[src/rtl/dbdq_pkg.sv]
// ----------------------------------------------------------------------------
// dbdq_pkg
// Shared widths, register indexes, control word layout and the control store
// of the deadbeat d/q current controller.
// ----------------------------------------------------------------------------
package dbdq_pkg;

  localparam int unsigned DATA_W        = 32;
  localparam int unsigned UREG_W        = 31;
  localparam int unsigned CFG_IDX_W     = 4;
  localparam int unsigned FRAC_BITS_DEF = 16;
  localparam int unsigned PROD_W        = 2 * DATA_W;
  localparam int unsigned NUM_STEPS     = 19;
  localparam int unsigned STEP_W        = $clog2(NUM_STEPS);

  localparam logic [UREG_W-1:0] PERIOD_RST = UREG_W'(7);

  localparam logic [CFG_IDX_W-1:0] REG_DECAY     = CFG_IDX_W'(0);
  localparam logic [CFG_IDX_W-1:0] REG_PERIOD    = CFG_IDX_W'(1);
  localparam logic [CFG_IDX_W-1:0] REG_TC_OVER_L = CFG_IDX_W'(2);
  localparam logic [CFG_IDX_W-1:0] REG_FLUX_TERM = CFG_IDX_W'(3);
  localparam logic [CFG_IDX_W-1:0] REG_L_OVER_TC = CFG_IDX_W'(4);
  localparam logic [CFG_IDX_W-1:0] REG_RMG       = CFG_IDX_W'(5);
  localparam logic [CFG_IDX_W-1:0] REG_IND       = CFG_IDX_W'(6);
  localparam logic [CFG_IDX_W-1:0] REG_PSI       = CFG_IDX_W'(7);

  typedef enum logic [3:0] {
    A_TC, A_WE, A_DECAY, A_TW, A_TCL, A_FLUX, A_LTC, A_RMG, A_LW, A_PSI
  } a_sel_e;

  typedef enum logic [3:0] {
    B_WE, B_IND, B_ID, B_IQ, B_LVD, B_LVQ, B_IDR, B_IQR, B_IPD, B_IPQ
  } b_sel_e;

  typedef enum logic [1:0] {
    ACC_NOP, ACC_LOAD, ACC_ADD, ACC_SUB
  } acc_op_e;

  typedef enum logic [2:0] {
    DST_NONE, DST_TW, DST_LW, DST_IPD, DST_IPQ, DST_UD, DST_UQ
  } dst_e;

  typedef enum logic [1:0] {
    SEQ_NEXT, SEQ_WAIT_IN, SEQ_WAIT_OUT
  } seq_e;

  typedef struct packed {
    a_sel_e  a_sel;
    b_sel_e  b_sel;
    acc_op_e acc_op;
    dst_e    dst;
    seq_e    seq;
  } ucode_t;

  // multiply issues in a step, the accumulator takes that product one step
  // later, and a store saturates the accumulator before that step's update
  function automatic ucode_t ucode_rom(input logic [STEP_W-1:0] step);
    ucode_t w;
    case (step)
      STEP_W'(0):  w = '{A_TC,    B_WE,  ACC_NOP,  DST_NONE, SEQ_WAIT_IN};
      STEP_W'(1):  w = '{A_TC,    B_WE,  ACC_NOP,  DST_NONE, SEQ_NEXT};
      STEP_W'(2):  w = '{A_WE,    B_IND, ACC_LOAD, DST_NONE, SEQ_NEXT};
      STEP_W'(3):  w = '{A_DECAY, B_ID,  ACC_LOAD, DST_TW,   SEQ_NEXT};
      STEP_W'(4):  w = '{A_TW,    B_IQ,  ACC_LOAD, DST_LW,   SEQ_NEXT};
      STEP_W'(5):  w = '{A_TCL,   B_LVD, ACC_ADD,  DST_NONE, SEQ_NEXT};
      STEP_W'(6):  w = '{A_DECAY, B_IQ,  ACC_ADD,  DST_NONE, SEQ_NEXT};
      STEP_W'(7):  w = '{A_TW,    B_ID,  ACC_LOAD, DST_IPD,  SEQ_NEXT};
      STEP_W'(8):  w = '{A_TCL,   B_LVQ, ACC_SUB,  DST_NONE, SEQ_NEXT};
      STEP_W'(9):  w = '{A_FLUX,  B_WE,  ACC_ADD,  DST_NONE, SEQ_NEXT};
      STEP_W'(10): w = '{A_LTC,   B_IDR, ACC_SUB,  DST_NONE, SEQ_NEXT};
      STEP_W'(11): w = '{A_RMG,   B_IPD, ACC_LOAD, DST_IPQ,  SEQ_NEXT};
      STEP_W'(12): w = '{A_LW,    B_IPQ, ACC_ADD,  DST_NONE, SEQ_NEXT};
      STEP_W'(13): w = '{A_LTC,   B_IQR, ACC_SUB,  DST_NONE, SEQ_NEXT};
      STEP_W'(14): w = '{A_RMG,   B_IPQ, ACC_LOAD, DST_UD,   SEQ_NEXT};
      STEP_W'(15): w = '{A_LW,    B_IPD, ACC_ADD,  DST_NONE, SEQ_NEXT};
      STEP_W'(16): w = '{A_PSI,   B_WE,  ACC_ADD,  DST_NONE, SEQ_NEXT};
      STEP_W'(17): w = '{A_TC,    B_WE,  ACC_ADD,  DST_NONE, SEQ_NEXT};
      STEP_W'(18): w = '{A_TC,    B_WE,  ACC_NOP,  DST_UQ,   SEQ_WAIT_OUT};
      default:     w = '{A_TC,    B_WE,  ACC_NOP,  DST_NONE, SEQ_WAIT_OUT};
    endcase
    return w;
  endfunction

endpackage

[src/rtl/dbdq_meas_if.sv]
// ----------------------------------------------------------------------------
// dbdq_meas_if
// Request channel carrying measured currents, speed and current references.
// ----------------------------------------------------------------------------
interface dbdq_meas_if;
  import dbdq_pkg::*;

  logic                     valid;
  logic                     ready;
  logic signed [DATA_W-1:0] meas_d_current;
  logic signed [DATA_W-1:0] meas_q_current;
  logic signed [DATA_W-1:0] elec_speed;
  logic signed [DATA_W-1:0] target_d_current;
  logic signed [DATA_W-1:0] target_q_current;

  modport source (
    output valid, meas_d_current, meas_q_current, elec_speed,
           target_d_current, target_q_current,
    input  ready
  );

  modport sink (
    input  valid, meas_d_current, meas_q_current, elec_speed,
           target_d_current, target_q_current,
    output ready
  );
endinterface

[src/rtl/dbdq_volt_if.sv]
// ----------------------------------------------------------------------------
// dbdq_volt_if
// Request channel carrying the saturated d/q voltage commands.
// ----------------------------------------------------------------------------
interface dbdq_volt_if;
  import dbdq_pkg::*;

  logic                     valid;
  logic                     ready;
  logic signed [DATA_W-1:0] volt_d;
  logic signed [DATA_W-1:0] volt_q;

  modport source (
    output valid, volt_d, volt_q,
    input  ready
  );

  modport sink (
    input  valid, volt_d, volt_q,
    output ready
  );
endinterface

[src/rtl/deadbeat_dq_current_controller_unit.sv]
// the voltage request is raised at the last step of the 19-step control
//   program; a new request is taken only once that program has run, since
//   all steps share a single registered 32x32 multiplier and one accumulator
// a finished result waits in the output register while the next request runs
// reset: asynchronous, active low; coefficients to their defaults, stored
//   voltages to zero, no clearing pass
// ----------------------------------------------------------------------------
// deadbeat_dq_current_controller_unit
// Deadbeat predictive d/q current controller: microcoded sequencer over one
// shared multiplier, a saturating accumulator and a small register file.
// ----------------------------------------------------------------------------
module deadbeat_dq_current_controller_unit #(
  parameter int unsigned FRAC_BITS = dbdq_pkg::FRAC_BITS_DEF
) (
  input  logic                           clk_i,
  input  logic                           rst_ni,
  input  logic                           cfg_we_i,
  input  logic [dbdq_pkg::CFG_IDX_W-1:0] cfg_idx_i,
  input  logic [dbdq_pkg::DATA_W-1:0]    cfg_data_i,
  dbdq_meas_if.sink                      meas_i,
  dbdq_volt_if.source                    volt_o
);
  import dbdq_pkg::*;

  localparam int unsigned PS_W    = PROD_W - FRAC_BITS;
  localparam int unsigned ACC_EXT = 3;
  localparam int unsigned ACC_W   = PS_W + ACC_EXT;
  localparam logic [DATA_W-1:0] DECAY_RST = DATA_W'(1) << FRAC_BITS;

  logic signed [DATA_W-1:0] decay_q, rmg_q;
  logic [UREG_W-1:0]        tc_q, tcl_q, flux_q, ltc_q, ind_q, psi_q;

  logic signed [DATA_W-1:0] id_q, iq_q, we_q, idr_q, iqr_q;
  logic signed [DATA_W-1:0] tw_q, lw_q, ipd_q, ipq_q;
  logic signed [DATA_W-1:0] lvd_q, lvq_q;
  logic signed [DATA_W-1:0] out_d_q, out_q_q;
  logic                     out_valid_q, out_valid_d;

  logic [STEP_W-1:0]        step_q, step_d;
  ucode_t                   uw;
  logic                     stall, run;

  logic signed [DATA_W-1:0] op_a, op_b;
  logic signed [PROD_W-1:0] prod_q;
  logic signed [PS_W-1:0]   prod_sh;
  logic signed [ACC_W-1:0]  prod_ext, acc_q, acc_d;
  logic signed [DATA_W-1:0] acc_sat;

  // configuration registers
  always_ff @(posedge clk_i or negedge rst_ni) begin
    if (!rst_ni) begin
      decay_q <= DECAY_RST;
      tc_q    <= PERIOD_RST;
      tcl_q   <= '0;
      flux_q  <= '0;
      ltc_q   <= '0;
      rmg_q   <= '0;
      ind_q   <= '0;
      psi_q   <= '0;
    end else if (cfg_we_i) begin
      case (cfg_idx_i)
        REG_DECAY:     decay_q <= cfg_data_i;
        REG_PERIOD:    tc_q    <= cfg_data_i[UREG_W-1:0];
        REG_TC_OVER_L: tcl_q   <= cfg_data_i[UREG_W-1:0];
        REG_FLUX_TERM: flux_q  <= cfg_data_i[UREG_W-1:0];
        REG_L_OVER_TC: ltc_q   <= cfg_data_i[UREG_W-1:0];
        REG_RMG:       rmg_q   <= cfg_data_i;
        REG_IND:       ind_q   <= cfg_data_i[UREG_W-1:0];
        REG_PSI:       psi_q   <= cfg_data_i[UREG_W-1:0];
        default: ;
      endcase
    end
  end

  // sequencer
  assign uw = ucode_rom(step_q);

  always_comb begin
    case (uw.seq)
      SEQ_WAIT_IN:  stall = !meas_i.valid;
      SEQ_WAIT_OUT: stall = out_valid_q && !volt_o.ready;
      default:      stall = 1'b0;
    endcase
    run = !stall;
  end

  always_comb begin
    step_d = step_q;
    if (run) begin
      if (uw.seq == SEQ_WAIT_OUT) begin
        step_d = '0;
      end else begin
        step_d = step_q + STEP_W'(1);
      end
    end
  end

  always_ff @(posedge clk_i or negedge rst_ni) begin
    if (!rst_ni) begin
      step_q <= '0;
    end else begin
      step_q <= step_d;
    end
  end

  assign meas_i.ready = (uw.seq == SEQ_WAIT_IN);

  always_ff @(posedge clk_i) begin
    if (meas_i.valid && meas_i.ready) begin
      id_q  <= meas_i.meas_d_current;
      iq_q  <= meas_i.meas_q_current;
      we_q  <= meas_i.elec_speed;
      idr_q <= meas_i.target_d_current;
      iqr_q <= meas_i.target_q_current;
    end
  end

  // shared multiplier
  always_comb begin
    case (uw.a_sel)
      A_TC:    op_a = {1'b0, tc_q};
      A_WE:    op_a = we_q;
      A_DECAY: op_a = decay_q;
      A_TW:    op_a = tw_q;
      A_TCL:   op_a = {1'b0, tcl_q};
      A_FLUX:  op_a = {1'b0, flux_q};
      A_LTC:   op_a = {1'b0, ltc_q};
      A_RMG:   op_a = rmg_q;
      A_LW:    op_a = lw_q;
      A_PSI:   op_a = {1'b0, psi_q};
      default: op_a = '0;
    endcase
    case (uw.b_sel)
      B_WE:    op_b = we_q;
      B_IND:   op_b = {1'b0, ind_q};
      B_ID:    op_b = id_q;
      B_IQ:    op_b = iq_q;
      B_LVD:   op_b = lvd_q;
      B_LVQ:   op_b = lvq_q;
      B_IDR:   op_b = idr_q;
      B_IQR:   op_b = iqr_q;
      B_IPD:   op_b = ipd_q;
      B_IPQ:   op_b = ipq_q;
      default: op_b = '0;
    endcase
  end

  always_ff @(posedge clk_i) begin
    prod_q <= PROD_W'(op_a) * PROD_W'(op_b);
  end

  // floor shift by taking the upper bits
  assign prod_sh  = $signed(prod_q[PROD_W-1:FRAC_BITS]);
  assign prod_ext = {{ACC_EXT{prod_sh[PS_W-1]}}, prod_sh};

  always_comb begin
    case (uw.acc_op)
      ACC_LOAD: acc_d = prod_ext;
      ACC_ADD:  acc_d = acc_q + prod_ext;
      ACC_SUB:  acc_d = acc_q - prod_ext;
      default:  acc_d = acc_q;
    endcase
  end

  always_ff @(posedge clk_i) begin
    if (run) begin
      acc_q <= acc_d;
    end
  end

  // saturation to 32-bit signed
  always_comb begin
    if (acc_q[ACC_W-1:DATA_W-1] == '0 || acc_q[ACC_W-1:DATA_W-1] == '1) begin
      acc_sat = acc_q[DATA_W-1:0];
    end else if (acc_q[ACC_W-1]) begin
      acc_sat = {1'b1, {(DATA_W-1){1'b0}}};
    end else begin
      acc_sat = {1'b0, {(DATA_W-1){1'b1}}};
    end
  end

  always_ff @(posedge clk_i) begin
    if (run) begin
      case (uw.dst)
        DST_TW:  tw_q  <= acc_sat;
        DST_LW:  lw_q  <= acc_sat;
        DST_IPD: ipd_q <= acc_sat;
        DST_IPQ: ipq_q <= acc_sat;
        DST_UQ: begin
          out_d_q <= lvd_q;
          out_q_q <= acc_sat;
        end
        default: ;
      endcase
    end
  end

  // stored voltages of the previous period
  always_ff @(posedge clk_i or negedge rst_ni) begin
    if (!rst_ni) begin
      lvd_q <= '0;
      lvq_q <= '0;
    end else if (run) begin
      if (uw.dst == DST_UD) begin
        lvd_q <= acc_sat;
      end
      if (uw.dst == DST_UQ) begin
        lvq_q <= acc_sat;
      end
    end
  end

  always_comb begin
    out_valid_d = out_valid_q;
    if (volt_o.valid && volt_o.ready) begin
      out_valid_d = 1'b0;
    end
    if (run && uw.dst == DST_UQ) begin
      out_valid_d = 1'b1;
    end
  end

  always_ff @(posedge clk_i or negedge rst_ni) begin
    if (!rst_ni) begin
      out_valid_q <= 1'b0;
    end else begin
      out_valid_q <= out_valid_d;
    end
  end

  assign volt_o.valid  = out_valid_q;
  assign volt_o.volt_d = out_d_q;
  assign volt_o.volt_q = out_q_q;

endmodule

[src/flat_wrapper.sv]
// flat-port wrapper written by rule: the top's interface ports become plain ports
module deadbeat_dq_current_controller_unit_flat import dbdq_pkg::*;
#(
  parameter int unsigned FRAC_BITS = dbdq_pkg::FRAC_BITS_DEF
)
  (clk_i, rst_ni, cfg_we_i, cfg_idx_i, cfg_data_i, meas_i_valid, meas_i_meas_d_current, meas_i_meas_q_current, meas_i_elec_speed, meas_i_target_d_current, meas_i_target_q_current, meas_i_ready, volt_o_valid, volt_o_volt_d, volt_o_volt_q, volt_o_ready);
  dbdq_meas_if meas_i_i ();
  dbdq_volt_if volt_o_i ();
  input  logic clk_i;
  input  logic rst_ni;
  input  logic cfg_we_i;
  input  logic [dbdq_pkg::CFG_IDX_W-1:0] cfg_idx_i;
  input  logic [dbdq_pkg::DATA_W-1:0] cfg_data_i;
  input wire logic [$bits(meas_i_i.valid)-1:0] meas_i_valid;
  input wire logic [$bits(meas_i_i.meas_d_current)-1:0] meas_i_meas_d_current;
  input wire logic [$bits(meas_i_i.meas_q_current)-1:0] meas_i_meas_q_current;
  input wire logic [$bits(meas_i_i.elec_speed)-1:0] meas_i_elec_speed;
  input wire logic [$bits(meas_i_i.target_d_current)-1:0] meas_i_target_d_current;
  input wire logic [$bits(meas_i_i.target_q_current)-1:0] meas_i_target_q_current;
  output wire logic [$bits(meas_i_i.ready)-1:0] meas_i_ready;
  output wire logic [$bits(volt_o_i.valid)-1:0] volt_o_valid;
  output wire logic [$bits(volt_o_i.volt_d)-1:0] volt_o_volt_d;
  output wire logic [$bits(volt_o_i.volt_q)-1:0] volt_o_volt_q;
  input wire logic [$bits(volt_o_i.ready)-1:0] volt_o_ready;
  assign meas_i_i.valid = meas_i_valid;
  assign meas_i_i.meas_d_current = meas_i_meas_d_current;
  assign meas_i_i.meas_q_current = meas_i_meas_q_current;
  assign meas_i_i.elec_speed = meas_i_elec_speed;
  assign meas_i_i.target_d_current = meas_i_target_d_current;
  assign meas_i_i.target_q_current = meas_i_target_q_current;
  assign meas_i_ready = meas_i_i.ready;
  assign volt_o_valid = volt_o_i.valid;
  assign volt_o_volt_d = volt_o_i.volt_d;
  assign volt_o_volt_q = volt_o_i.volt_q;
  assign volt_o_i.ready = volt_o_ready;
  deadbeat_dq_current_controller_unit #(.FRAC_BITS(FRAC_BITS)) u_core (.clk_i(clk_i), .rst_ni(rst_ni), .cfg_we_i(cfg_we_i), .cfg_idx_i(cfg_idx_i), .cfg_data_i(cfg_data_i), .meas_i(meas_i_i), .volt_o(volt_o_i));
endmodule
[config.mk]
export PLATFORM = sky130hd
export DESIGN_NAME = deadbeat_dq_current_controller_unit_flat
export DESIGN_NICKNAME = d
export VERILOG_FILES = /design/src/rtl/dbdq_pkg.sv /design/src/rtl/dbdq_meas_if.sv /design/src/rtl/dbdq_volt_if.sv /design/src/rtl/deadbeat_dq_current_controller_unit.sv /design/src/flat_wrapper.sv
export SDC_FILE = /design/constraint.sdc
export NUM_CORES = 2
export LEC_CHECK = 0
export ABC_AREA = 1
export CORE_MARGIN = 2
export CORE_UTILIZATION = 55
export CTS_BUF_LIST = sky130_fd_sc_hd__clkbuf_8
export DETAILED_ROUTE_END_ITERATION = 8
export DONT_BUFFER_PORTS = 1
export PLACE_DENSITY = 0.7
export SLEW_MARGIN = 0
export SYNTH_ARGS = -nofsm -noshare
export SYNTH_HDL_FRONTEND = slang
export SYNTH_SLANG_ARGS = --single-unit
[constraint.sdc]
create_clock -name clk_i -period 20.7 [get_ports clk_i]
set_input_delay 4.14 -clock clk_i [delete_from_list [all_inputs] [get_ports clk_i]]
set_output_delay 4.14 -clock clk_i [all_outputs]
set_load 0.1 [all_outputs]
==> out/metrics.yaml <==
status: "complete, but fails checks"
violations: "max-capacitance violations, max-slew violations"
dieArea_mm2: 0.135
core-area_mm2: 0.131
via_count: 57383
die_y_um: 368
r2r-end: "u_core.prod_q[50]"
synth_area_leader_cell: "fa_1"
cts_buffers: 131
max_stage_delay_ps: 1220
netlist_area_mm2: 0.0727
port_buffers: 0
cpLargestDelayFamily: "adder cells"
cts_sinks: 771
path_max_fanout: 50
synth-async-reset-ratio_pct: 41.5
setup_violations: 0
end_kind: "flip-flop"
pin_count: 267
syn-num-nets: 9672
ys_warn_count: 0
clkSlewWorstSetupHoldPaths_ps: 70
gp_congestion: 1.06
min_from: "u_core.lvd_q[13]"
syn_area_per_cell_um2: 8.93
viasPerCell: 5.77
syn_inst: 8150
min_path_cells: 0
cp_common_cell: "fa_1"
rrSetupSlack_ps: 7550
firstDrtPassIters: 8
antenna_found_initial: 28
fmax_ghz: 0.0761
grt_start_max_net_pins: 321
hold_path_class: "reg -> reg"
antenna_left: 0
clock_latency_ps: 920
first_global_vias: 58596
drc: 0
cts_tree: "built"
rows: 133
finalMaxSlewViolations: 4
first_iter_violations: 6854
postCtsSetupBuffers: 0
crit-reg2reg-launch: "u_core.step_q[0]"
drive_gt1_share_pct: 5.97
required_ps: 21490
cts_root_buf: "clkbuf_8"
nets: 9580
fill_cells: 11546
wl_mm: 247
cpMaxStageDelayCell: "fa_1"
critPathLaunchType: "flip-flop"
tightest_slew_ps: 1530
grt_overflow_total: 0
rsz0062_at_grt: "no"
finalCriticalPeriod_ps: 13150
skew_ps: 86.7
grt_pass1_wl_mm: 372
cts_hold_buf: 0
track_usage_pct: 37.3
cts_resized: 0
initial_core_util_pct: 55.4
clock_tree.buffer_depth: 3
ys_ff_latch: 771
criticalPathCategory: "reg -> reg"
ys_types: 73
reg2reg_depth: 35
synth_top_area_share_pct: 29.8
holdPathEnd: "u_core.volt_o.volt_d[13]"
hold_viol: 0
area_growth_pct: 6.15
tns_ps: 0
synth_area_leaders: "fa_1 (30%), edfxtp_1 (17%), dfrtp_1 (11%)"
dieWidth_um: 368
hpwl_mm: 189
ys_seq_area_share_pct: 29.0
ys.flop_type: "edfxtp_1"
crit_buf_inv: 9
maxCapViolations: 1
fin_crit_sh_pct: 63.5
h-tree-depth: 4
synth_edf_count: 403
max_slew_margin_pct: -3.09
wire_per_inst_um: 24.8
arrival_ps: 13940
cells in the final DEF, fill, tap and decap left out, types with 84 or more instances in the layout:
cell type / n
fa_1: 1082
dfrtp_1: 316
xor2_1: 84
nand3_1: 250
a21oi_1: 223
nand2_1: 1881
o21ai_0: 487
ha_1: 239
buf_4: 125
nor2_1: 338
clkbuf_8: 150
edfxtp_1: 403
inv_1: 1931
metal layers:
| layer | wire, um | up-vias | share of wire, % | track usage, % |
|---|---|---|---|---|
| met1 | 95900 | 28562 | 39 | 51.1 |
| met2 | 107000 | 3544 | 43 | 55.2 |
| li1 | - | 24684 | - | - |
| met3 | 33300 | 579 | 13 | 12.3 |
| met4 | 10500 | 14 | 4.3 | 14.3 |
| met5 | 95 | - | 0.038 | 0 |
registers in the layout, indices dropped and copies added (netlist names), 32 cells and up:
register / count
u_core.volt_o.volt_d: 32
u_core.we_q: 32
u_core.tw_q: 32
u_core.lw_q: 32
u_core.lvd_q: 32
u_core.ipd_q: 32
u_core.decay_q: 32
u_core.iq_q: 32
u_core.rmg_q: 32
u_core.volt_o.volt_q: 32
u_core.id_q: 32
u_core.idr_q: 32
u_core.ipq_q: 32
u_core.acc_q: 51
u_core.lvq_q: 32
u_core.iqr_q: 32
u_core.prod_q: 48
metrics by stage:
stage / std cells / hold WS (ps) / worst slack (ps) / cell area (um^2) / util, %
2_1_floorplan: 8150 / 425 / 4900 / 72700 / -
3_3_place_gp: 9680 / 432 / 7840 / 74500 / 56.8
3_5_place_dp: 9680 / 434 / 7920 / 74500 / 56.8
4_1_cts: 9923 / 446 / 7920 / 77200 / 58.8
5_1_grt: 9929 / 462 / 7150 / 77200 / 58.8
6_report: 9945 / 443 / 7550 / 77200 / 58.8
worst reg2reg max path: cells and delay by family, from the launching register on:
family,cells,cell delay (ps)
buffers and inverters,9,2330
AND/OR/NAND/NOR,15,4580
AO/OA/AOI/OAI,1,260
flip-flops,1,470
adder cells (fa/ha/maj),10,5400
final cells by class:
| class | instances | area, um^2 | share of cell area [%] |
|---|---|---|---|
| Timing Repair Buffer | 126 | 958 | 1.24 |
| Sequential cell | 771 | 21100 | 27.3 |
| Multi-Input combinational cell | 5111 | 43100 | 55.8 |
| Clock buffer | 150 | 2060 | 2.67 |
| Tap cell | 1755 | 2200 | 2.84 |
| Clock inverter | 93 | 543 | 0.703 |
| Antenna cell | 22 | 55.1 | 0.0713 |
| Inverter | 1917 | 7200 | 9.33 |
logic make-up after synthesis:
kind of cell    after synthesis  synth area share (%)
simple gates               2666                  15.2
buf+inv                    2268                  12.3
fa+ha+maj                  1321                  33.9
compound gates              999                  8.13
flops                       771                  29.0
xor+xnor                    124                  1.49
mux                           1                0.0155
how the worst max path moves through the flow:
stage	from	end	slack (ps)	cells past startpoint
2_1_floorplan	meas_i_valid	u_core.id_q[0]	4900	2
3_3_place_gp	u_core.step_q[1]	u_core.prod_q[50]	7840	33
3_5_place_dp	u_core.step_q[1]	u_core.prod_q[50]	7920	33
4_1_cts	u_core.step_q[0]	u_core.prod_q[50]	7920	33
5_1_grt	u_core.step_q[1]	u_core.prod_q[50]	7150	33
6_report	u_core.step_q[0]	u_core.prod_q[50]	7550	35
cells in the mapped netlist (39+ instances only):
master    number
dfrtp_1      316
o21ai_0      496
xnor2_1       40
ha_1         239
nand2_1     1885
nor2_1       344
a31oi_1       47
buf_2        182
fa_1        1082
edfxtp_1     403
dfxtp_1       48
nand4_1       39
xor2_1        84
a21oi_1      224
inv_1       1886
clkbuf_1     123
a221oi_1      49
nand3_1      253
Power is left out: the tool's default activity adds up to more than one toggle a clock period on the data nets, which glitch-free logic cannot reach.
